## src/hslc_pkg.sv

```systemverilog
`timescale 1ns / 1ps
// ----------------------------------------------------------------------------
// hslc_pkg
// Shared types and constants for the HSL to RGB colour converter.
// ----------------------------------------------------------------------------
package hslc_pkg;

    // Field widths
    localparam int HUE_W   = 9;
    localparam int PCT_W   = 7;
    localparam int CHAN_W  = 8;
    localparam int FIX_W   = 14;   // levels in 1/10000, 0..10000
    localparam int FRAC_W  = 6;    // segment position, 0..60
    localparam int LEVEL_W = 20;   // level in 1/600000, 0..600000
    localparam int SUM_W   = 28;   // level * 255 + half step
    localparam int QUOT_W  = 22;   // sum / 64
    localparam int RECIP_W = 23;
    localparam int RECIP_SH = 36;

    // Percent scale and fixed-point limits
    localparam logic [PCT_W-1:0]   PCT_MAX    = 7'd100;
    localparam logic [PCT_W-1:0]   PCT_SCALE  = 7'd100;
    localparam logic [FIX_W-1:0]   FIX_HALF   = 14'd5000;

    // Hue sectors in degrees
    localparam logic [HUE_W-1:0]   DEG_360    = 9'd360;
    localparam logic [HUE_W-1:0]   DEG_240    = 9'd240;
    localparam logic [HUE_W-1:0]   DEG_180    = 9'd180;
    localparam logic [HUE_W-1:0]   DEG_120    = 9'd120;
    localparam logic [HUE_W-1:0]   DEG_60     = 9'd60;
    localparam logic [FRAC_W-1:0]  SEG_FULL   = 6'd60;

    // Output scaling: round(level * 255 / 600000)
    localparam logic [LEVEL_W-1:0] LEVEL_MUL60 = 20'd60;
    localparam logic [SUM_W-1:0]   CHAN_MAXV   = 28'd255;
    localparam logic [SUM_W-1:0]   ROUND_HALF  = 28'd300000;
    // ceil(2^36 / 9375): exact quotient for every sum / 64 in range
    localparam logic [RECIP_W-1:0] RECIP_9375  = 23'd7330078;

    typedef struct packed {
        logic [HUE_W-1:0] hue_deg;
        logic [PCT_W-1:0] sat_pct;
        logic [PCT_W-1:0] light_pct;
    } hsl_t;

    typedef struct packed {
        logic [CHAN_W-1:0] red;
        logic [CHAN_W-1:0] green;
        logic [CHAN_W-1:0] blue;
    } rgb_t;

    // Per-stage load enables
    typedef struct packed {
        logic s1;
        logic s2;
        logic s3;
        logic s4;
        logic s5;
    } hslc_en_t;

endpackage

```

## src/hslc_front.sv

```systemverilog
`timescale 1ns / 1ps
// ----------------------------------------------------------------------------
// hslc_front
// Stages 1 and 2: clamping, hue sectors and the hi / lo levels.
// ----------------------------------------------------------------------------
module hslc_front (
    input  logic                           clk,
    input  hslc_pkg::hslc_en_t             en,
    input  hslc_pkg::hsl_t                 hsl,
    output logic [hslc_pkg::FIX_W-1:0]     lo,
    output logic [hslc_pkg::FIX_W-1:0]     diff,
    output logic [hslc_pkg::FRAC_W-1:0]    x_red,
    output logic [hslc_pkg::FRAC_W-1:0]    x_green,
    output logic [hslc_pkg::FRAC_W-1:0]    x_blue
);
    import hslc_pkg::*;

    function automatic logic [FRAC_W-1:0] seg_pos(input logic [HUE_W-1:0] a);
        logic [HUE_W-1:0] t;
        t = DEG_240 - a;
        if (a < DEG_60)
            seg_pos = a[FRAC_W-1:0];
        else if (a < DEG_180)
            seg_pos = SEG_FULL;
        else if (a < DEG_240)
            seg_pos = t[FRAC_W-1:0];
        else
            seg_pos = '0;
    endfunction

    logic [PCT_W-1:0]   sat_c;
    logic [PCT_W-1:0]   light_c;
    logic [HUE_W-1:0]   hue_m;
    logic [HUE_W:0]     a_r_sum;
    logic [HUE_W:0]     a_b_sum;
    logic [HUE_W-1:0]   a_red;
    logic [HUE_W-1:0]   a_blue;

    logic [PCT_W-1:0]   sat_reg;
    logic [PCT_W-1:0]   light_reg;
    logic [FIX_W-1:0]   prod_reg;
    logic [FRAC_W-1:0]  xr1_reg, xg1_reg, xb1_reg;

    logic [FIX_W-1:0]   big_l;
    logic [FIX_W-1:0]   big_s;
    logic [FIX_W:0]     hi_w;
    logic [FIX_W:0]     lo_w;
    logic [FIX_W-1:0]   hi_next;
    logic [FIX_W-1:0]   lo_next;

    logic [FIX_W-1:0]   lo_reg;
    logic [FIX_W-1:0]   diff_reg;
    logic [FRAC_W-1:0]  xr2_reg, xg2_reg, xb2_reg;

    // Stage 1: clamp, reduce hue, channel angles
    always_comb
    begin
        sat_c   = (hsl.sat_pct   > PCT_MAX) ? PCT_MAX : hsl.sat_pct;
        light_c = (hsl.light_pct > PCT_MAX) ? PCT_MAX : hsl.light_pct;
        hue_m   = (hsl.hue_deg >= DEG_360) ? (hsl.hue_deg - DEG_360) : hsl.hue_deg;
        a_r_sum = {1'b0, hue_m} + {1'b0, DEG_120};
        a_b_sum = {1'b0, hue_m} + {1'b0, DEG_240};
        a_red   = (a_r_sum >= {1'b0, DEG_360}) ? HUE_W'(a_r_sum - {1'b0, DEG_360})
                                              : a_r_sum[HUE_W-1:0];
        a_blue  = (a_b_sum >= {1'b0, DEG_360}) ? HUE_W'(a_b_sum - {1'b0, DEG_360})
                                              : a_b_sum[HUE_W-1:0];
    end

    always_ff @(posedge clk)
    begin
        if (en.s1)
        begin
            sat_reg   <= sat_c;
            light_reg <= light_c;
            prod_reg  <= FIX_W'(sat_c) * FIX_W'(light_c);
            xr1_reg   <= seg_pos(a_red);
            xg1_reg   <= seg_pos(hue_m);
            xb1_reg   <= seg_pos(a_blue);
        end
    end

    // Stage 2: hi and lo levels in 1/10000
    always_comb
    begin
        big_l   = FIX_W'(light_reg) * FIX_W'(PCT_SCALE);
        big_s   = FIX_W'(sat_reg) * FIX_W'(PCT_SCALE);
        if (big_l < FIX_HALF)
            hi_w = {1'b0, big_l} + {1'b0, prod_reg};
        else
            hi_w = {1'b0, big_l} + {1'b0, big_s} - {1'b0, prod_reg};
        hi_next = hi_w[FIX_W-1:0];
        lo_w    = {big_l, 1'b0} - {1'b0, hi_next};
        lo_next = lo_w[FIX_W-1:0];
    end

    always_ff @(posedge clk)
    begin
        if (en.s2)
        begin
            lo_reg   <= lo_next;
            diff_reg <= hi_next - lo_next;
            xr2_reg  <= xr1_reg;
            xg2_reg  <= xg1_reg;
            xb2_reg  <= xb1_reg;
        end
    end

    assign lo      = lo_reg;
    assign diff    = diff_reg;
    assign x_red   = xr2_reg;
    assign x_green = xg2_reg;
    assign x_blue  = xb2_reg;

endmodule

```

## src/hslc_chan.sv

```systemverilog
`timescale 1ns / 1ps
// ----------------------------------------------------------------------------
// hslc_chan
// Stages 3 to 5 of one colour channel: level, rounding sum, scale to 8 bits.
// ----------------------------------------------------------------------------
module hslc_chan (
    input  logic                           clk,
    input  hslc_pkg::hslc_en_t             en,
    input  logic [hslc_pkg::FIX_W-1:0]     lo,
    input  logic [hslc_pkg::FIX_W-1:0]     diff,
    input  logic [hslc_pkg::FRAC_W-1:0]    x,
    output logic [hslc_pkg::CHAN_W-1:0]    chan
);
    import hslc_pkg::*;

    localparam int PROD_W = QUOT_W + RECIP_W;

    logic [LEVEL_W-1:0] level_reg;
    logic [QUOT_W-1:0]  quot_reg;
    logic [CHAN_W-1:0]  chan_reg;
    logic [SUM_W-1:0]   sum_next;
    logic [PROD_W-1:0]  recip_prod;

    // Stage 3: level = 60*lo + (hi-lo)*x
    always_ff @(posedge clk)
    begin
        if (en.s3)
            level_reg <= LEVEL_W'(lo) * LEVEL_MUL60 + LEVEL_W'(diff) * LEVEL_W'(x);
    end

    // Stage 4: level*255 plus half a step, pre-divided by 64
    assign sum_next = SUM_W'(level_reg) * CHAN_MAXV + ROUND_HALF;

    always_ff @(posedge clk)
    begin
        if (en.s4)
            quot_reg <= sum_next[SUM_W-1:6];
    end

    // Stage 5: divide by 9375 through the reciprocal
    assign recip_prod = PROD_W'(quot_reg) * PROD_W'(RECIP_9375);

    always_ff @(posedge clk)
    begin
        if (en.s5)
            chan_reg <= recip_prod[RECIP_SH+CHAN_W-1:RECIP_SH];
    end

    assign chan = chan_reg;

endmodule

```

## src/hsl_to_rgb_converter.sv

```systemverilog
`timescale 1ns / 1ps
// An accepted hsl transaction passes each register stage in order to rgb_valid; stalls can hold it.
// Throughput: one transaction per cycle unless stalled; five register stages, the last
// being the output register, each with its own valid bit so empty stages fill during a stall.
// Reset: rst_n clears all stage valid bits asynchronously; data registers are not reset.
// ----------------------------------------------------------------------------
// hsl_to_rgb_converter
// Pipelined HSL to 8-bit RGB colour conversion with valid/ready handshakes.
// ----------------------------------------------------------------------------
module hsl_to_rgb_converter (
    input  logic            clk,
    input  logic            rst_n,
    input  logic            hsl_valid,
    output logic            hsl_ready,
    input  hslc_pkg::hsl_t  hsl,
    output logic            rgb_valid,
    input  logic            rgb_ready,
    output hslc_pkg::rgb_t  rgb
);
    import hslc_pkg::*;

    localparam int NSTG = 5;

    logic [NSTG:1]     valid_reg;
    logic [NSTG+1:1]   stg_ready;
    logic [NSTG:0]     stg_in_valid;
    hslc_en_t          en;

    logic [FIX_W-1:0]  lo;
    logic [FIX_W-1:0]  diff;
    logic [FRAC_W-1:0] x_red, x_green, x_blue;

    // Ready ripples back; a stage loads when empty or its successor moves
    always_comb
    begin
        stg_ready[NSTG+1] = rgb_ready;
        for (int k = NSTG; k >= 1; k--)
            stg_ready[k] = !valid_reg[k] || stg_ready[k+1];
        stg_in_valid = {valid_reg, hsl_valid};
        en.s1 = stg_ready[1] && stg_in_valid[0];
        en.s2 = stg_ready[2] && stg_in_valid[1];
        en.s3 = stg_ready[3] && stg_in_valid[2];
        en.s4 = stg_ready[4] && stg_in_valid[3];
        en.s5 = stg_ready[5] && stg_in_valid[4];
    end

    // Stage valid bits
    always_ff @(posedge clk or negedge rst_n)
    begin
        if (!rst_n)
            valid_reg <= '0;
        else
        begin
            for (int k = 1; k <= NSTG; k++)
                if (stg_ready[k])
                    valid_reg[k] <= stg_in_valid[k-1];
        end
    end

    hslc_front u_front (
        .clk     (clk),
        .en      (en),
        .hsl     (hsl),
        .lo      (lo),
        .diff    (diff),
        .x_red   (x_red),
        .x_green (x_green),
        .x_blue  (x_blue)
    );

    hslc_chan u_red (
        .clk  (clk),
        .en   (en),
        .lo   (lo),
        .diff (diff),
        .x    (x_red),
        .chan (rgb.red)
    );

    hslc_chan u_green (
        .clk  (clk),
        .en   (en),
        .lo   (lo),
        .diff (diff),
        .x    (x_green),
        .chan (rgb.green)
    );

    hslc_chan u_blue (
        .clk  (clk),
        .en   (en),
        .lo   (lo),
        .diff (diff),
        .x    (x_blue),
        .chan (rgb.blue)
    );

    assign hsl_ready = stg_ready[1];
    assign rgb_valid = valid_reg[NSTG];

endmodule

```

## config.mk

```make
export PLATFORM = sky130hd
export DESIGN_NAME = hsl_to_rgb_converter
export DESIGN_NICKNAME = d
export VERILOG_FILES = /design/src/hslc_pkg.sv /design/src/hslc_front.sv /design/src/hslc_chan.sv /design/src/hsl_to_rgb_converter.sv
export SDC_FILE = /design/constraint.sdc
export NUM_CORES = 2
export LEC_CHECK = 0
export BUFFER_PORTS_ARGS = -buffer_cell sky130_fd_sc_hd__buf_4
export CAP_MARGIN = 20
export CORE_MARGIN = 4
export CORE_UTILIZATION = 60
export DETAILED_ROUTE_END_ITERATION = 7
export GPL_ROUTABILITY_DRIVEN = 0
export MAX_ROUTING_LAYER = met4
export PLACE_DENSITY = 0.76
export REMOVE_ABC_BUFFERS = 1
export SLEW_MARGIN = 5
export SYNTH_ARGS = -nofsm -noshare
export SYNTH_HDL_FRONTEND = slang
export SYNTH_SLANG_ARGS = --single-unit
```

## constraint.sdc

```tcl
create_clock -name clk -period 17.4 [get_ports clk]
set_input_delay 1.74 -clock clk [delete_from_list [all_inputs] [get_ports clk]]
set_output_delay 1.74 -clock clk [all_outputs]
set_load 0.005 [all_outputs]
```

==> flow_summary_export.csv <==
group,metric,value,unit
synthesis,seq_area_frac_synth,0.128,
worst_setup_path,data_required_critical_path,17.69,ns
global_route,grt_first_pass_wirelength,191,mm
timing,finalSetupTns,0,ns
timing,max_clock_freq,140,MHz
timing,relSlewSlack,0.317,
timing,final-setup-viol-count,0,
global_route,maximum_number_of_pins_on_one_net_before_global_route_repair,67,
floorplan,io_pins,53,
final_layout,n_fill_cell,7305,
global_route,grt_antenna_before_repair,0,
worst_setup_path,critPathCaptureType,"register",
route,remaining_drc_errors,0,
worst_setup_path,timing.reg2reg.setup_slack,10.24,ns
timing,holdWs,0.423,ns
timing,clock-skew-final,0.0220,ns
final_layout,final_layout_size_suffix_gt1_frac,0.0259,
timing,rsz_0062_raised_after_global_routing,"no",
floorplan,fp.dieH,315,um
floorplan,fp.dieArea,99300,um2
final_layout,stdcell_area,59700,um2
floorplan,die_w,315,um
hold_path,holdCritPathClass,"reg -> reg",
timing,final-hold-violation-count,0,
clock_tree,clk_pin_slew_worst_paths,0.06,ns
timing,worst_slew_pin_slew,1.02,ns
global_route,grt_remaining_overflow,0,
final_layout,nNetsFinal,7628,
synthesis,postSynthAreaPerCell,10.2,um2
global_route,via_count_of_the_first_global_routing_pass,38900,
worst_setup_path,worst-setup-path-type,"reg -> reg",
clock_tree,cts_resized,0,
route,via_per_inst,5.28,
clock_tree,root_buffer,"sky130_fd_sc_hd__clkbuf_16",
floorplan,floorplan.initialDensity,0.606,
global_route,global_route_usage_sum,0.246,
clock_tree,clock_tree_from_tritoncts,"done",
place,portBuffers,52,
clock_tree,numClockSinks,243,
floorplan,core-area,93500,um2
synthesis,synth.distinct_cells,71,
worst_setup_path,r2r.worst_path.cells,25,
worst_setup_path,timing.critical_path.slowest_stage_cell,"sky130_fd_sc_hd__fa_1",
hold_path,min_from,"u_front.xb1_reg[4]",
synthesis,synth-async-reset-ratio,0.0206,
timing,min_period,7.16,ns
run_status,status,"finished, final reports clean",
final_layout,diodes,0,
worst_setup_path,timing.rr.end,"u_green.chan[7]",
clock_tree,insertion_delay,0.56,ns
worst_setup_path,path_max_fanout,7,
synthesis,netlist_area,56600,um2
place,area_after_dpl,58400,um2
clock_tree,cts_setup_buffers,0,
route,dr.pass1.iters,7,
worst_setup_path,r2r_path_start,"u_green.quot_reg[5]",
clock_tree,numCtsBuffers,34,
timing,max_transition_viols_final,0,
hold_path,hold_depth,0,
route,avgRoutedWirePerCell,16.4,um
clock_tree,h_tree_levels,2,
synthesis,postSynthRegisterBits,243,
route,dr_total_vias,36200,
route,drt_wl_total,113,mm
route,detailedRoute.firstIterationViolations,1901,
worst_setup_path,timing.critical_path.arrival,7.45,ns
synthesis,synthesis.instances,5544,
synthesis,yosysWarnings,0,
worst_setup_path,cp_slowest_stage_delay,0.64,ns
worst_setup_path,critical_path.startpoint_type,"register",
timing,final_min_period_over_clock_period,0.411,
clock_tree,cts_hold_buf,0,
hold_path,min_delay_worst_endpoint,"u_front.x_blue[4]",
synthesis,ys.flop_type,"sky130_fd_sc_hd__edfxtp_1",
route,final_antenna_net_count,0,
floorplan,num_rows,112,
place,dp_hpwl,99.4,mm
final_layout,layout-area-overhead-vs-synth,5.36,%
synthesis,synth_edf_count,238,
flow_run,drv.max_cap_violation_count,0,
clock_tree,cts_buffer_depth,3,
how the worst max path moves through the flow:
stage	start	depth (start not counted)	slack [ns]	to
6_report	u_green.quot_reg[5]	25	10.24	u_green.chan[7]
5_1_grt	u_green.quot_reg[5]	25	9.88	u_green.chan[7]
3_3_place_gp	u_green.quot_reg[5]	25	10.43	u_green.chan[7]
2_1_floorplan	u_green.quot_reg[5]	25	10.90	u_green.chan[7]
3_5_place_dp	u_green.quot_reg[5]	25	10.30	u_green.chan[7]
4_1_cts	u_green.quot_reg[5]	25	10.26	u_green.chan[7]
cell type report:
cell class,count,area [um2],area share
clock buffers,37,862,0.0145
multi-input cells,3565,42800,0.718
flip-flops and latches,243,7270,0.122
clock inverters,24,354,0.00594
inverters,1683,6320,0.106
well taps,1254,1570,0.0263
repair buffers,57,453,0.00759
worst max-delay path: cells and delay by family, from the launching register on:
family	cells	cell delay [ns]
AOI/OAI and AO/OA	6	1.56
xor gates and xnor gates	1	0.08
adders and majority gates	8	3.80
buffers and inverters	7	0.51
DFF	1	0.56
and+or+nand+nor	3	0.40
through the flow:
| step | utilization | setup WS, ns | cells |
|---|---|---|---|
| after floorplan | - | 10.90 | 5491 |
| final | 0.638 | 10.24 | 6863 |
| after CTS | 0.638 | 10.26 | 6861 |
| after detailed placement | 0.625 | 10.30 | 6800 |
| after global routing | 0.638 | 9.88 | 6863 |
| after global placement | 0.625 | 10.43 | 6800 |
placed cells by master, fill, tap and decap left out, types with 78 or more instances in the layout:
master / instances
sky130_fd_sc_hd__nand2_1: 286
sky130_fd_sc_hd__edfxtp_1: 238
sky130_fd_sc_hd__a21oi_1: 169
sky130_fd_sc_hd__ha_1: 905
sky130_fd_sc_hd__o21ai_0: 93
sky130_fd_sc_hd__nor2_1: 173
sky130_fd_sc_hd__inv_1: 1683
sky130_fd_sc_hd__and2_1: 78
sky130_fd_sc_hd__fa_1: 1112
sky130_fd_sc_hd__xnor2_1: 173
logic make-up (layout without fill, tap and decap cells):
kind of cell / after synthesis / in the layout / synth area share
AND/OR/NAND/NOR: 749 / 749 / 0.0614
XOR/XNOR: 235 / 235 / 0.0364
adder cells (fa/ha/maj): 2023 / 2023 / 0.594
flip-flops: 243 / 243 / 0.128
other: 2 / 15 / 0.000133
buffers and inverters: 1749 / 1801 / 0.116
multiplexers: 25 / 25 / 0.00477
AO/OA/AOI/OAI: 518 / 518 / 0.0584
Yosys cell counts (14+ instances only):
cell / count / area, um2
sky130_fd_sc_hd__nor3_1: 44 / 220
sky130_fd_sc_hd__o21bai_1: 34 / 255
sky130_fd_sc_hd__and3_1: 14 / 87.6
sky130_fd_sc_hd__a31oi_1: 20 / 125
sky130_fd_sc_hd__clkbuf_1: 62 / 233
sky130_fd_sc_hd__nand2b_1: 29 / 181
sky130_fd_sc_hd__nand3_1: 29 / 145
sky130_fd_sc_hd__nand2_1: 286 / 1070
sky130_fd_sc_hd__o21a_1: 30 / 225
sky130_fd_sc_hd__edfxtp_1: 238 / 7150
sky130_fd_sc_hd__fa_1: 1112 / 22300
sky130_fd_sc_hd__and2_1: 82 / 513
sky130_fd_sc_hd__a21o_1: 65 / 488
sky130_fd_sc_hd__xor2_1: 62 / 543
sky130_fd_sc_hd__inv_1: 1683 / 6320
sky130_fd_sc_hd__nor2b_1: 39 / 244
sky130_fd_sc_hd__ha_1: 905 / 11300
sky130_fd_sc_hd__xnor2_1: 173 / 1520
sky130_fd_sc_hd__nor2_1: 173 / 649
sky130_fd_sc_hd__a21oi_1: 169 / 846
sky130_fd_sc_hd__o21ai_0: 93 / 465
sky130_fd_sc_hd__mux2i_1: 14 / 140
metal layers:
metal  GRT usage  part of all wire  vias to the layer above
met5           -                 0                        -
met4      0.0613             0.027                        0
met3      0.0327             0.054                      176
met2       0.405              0.49                      845
met1       0.326              0.43                    18200
li1            -                 -                    17000
Power is left out: the tool's default activity adds up to more than one toggle a clock period on the data nets, which glitch-free logic cannot reach.
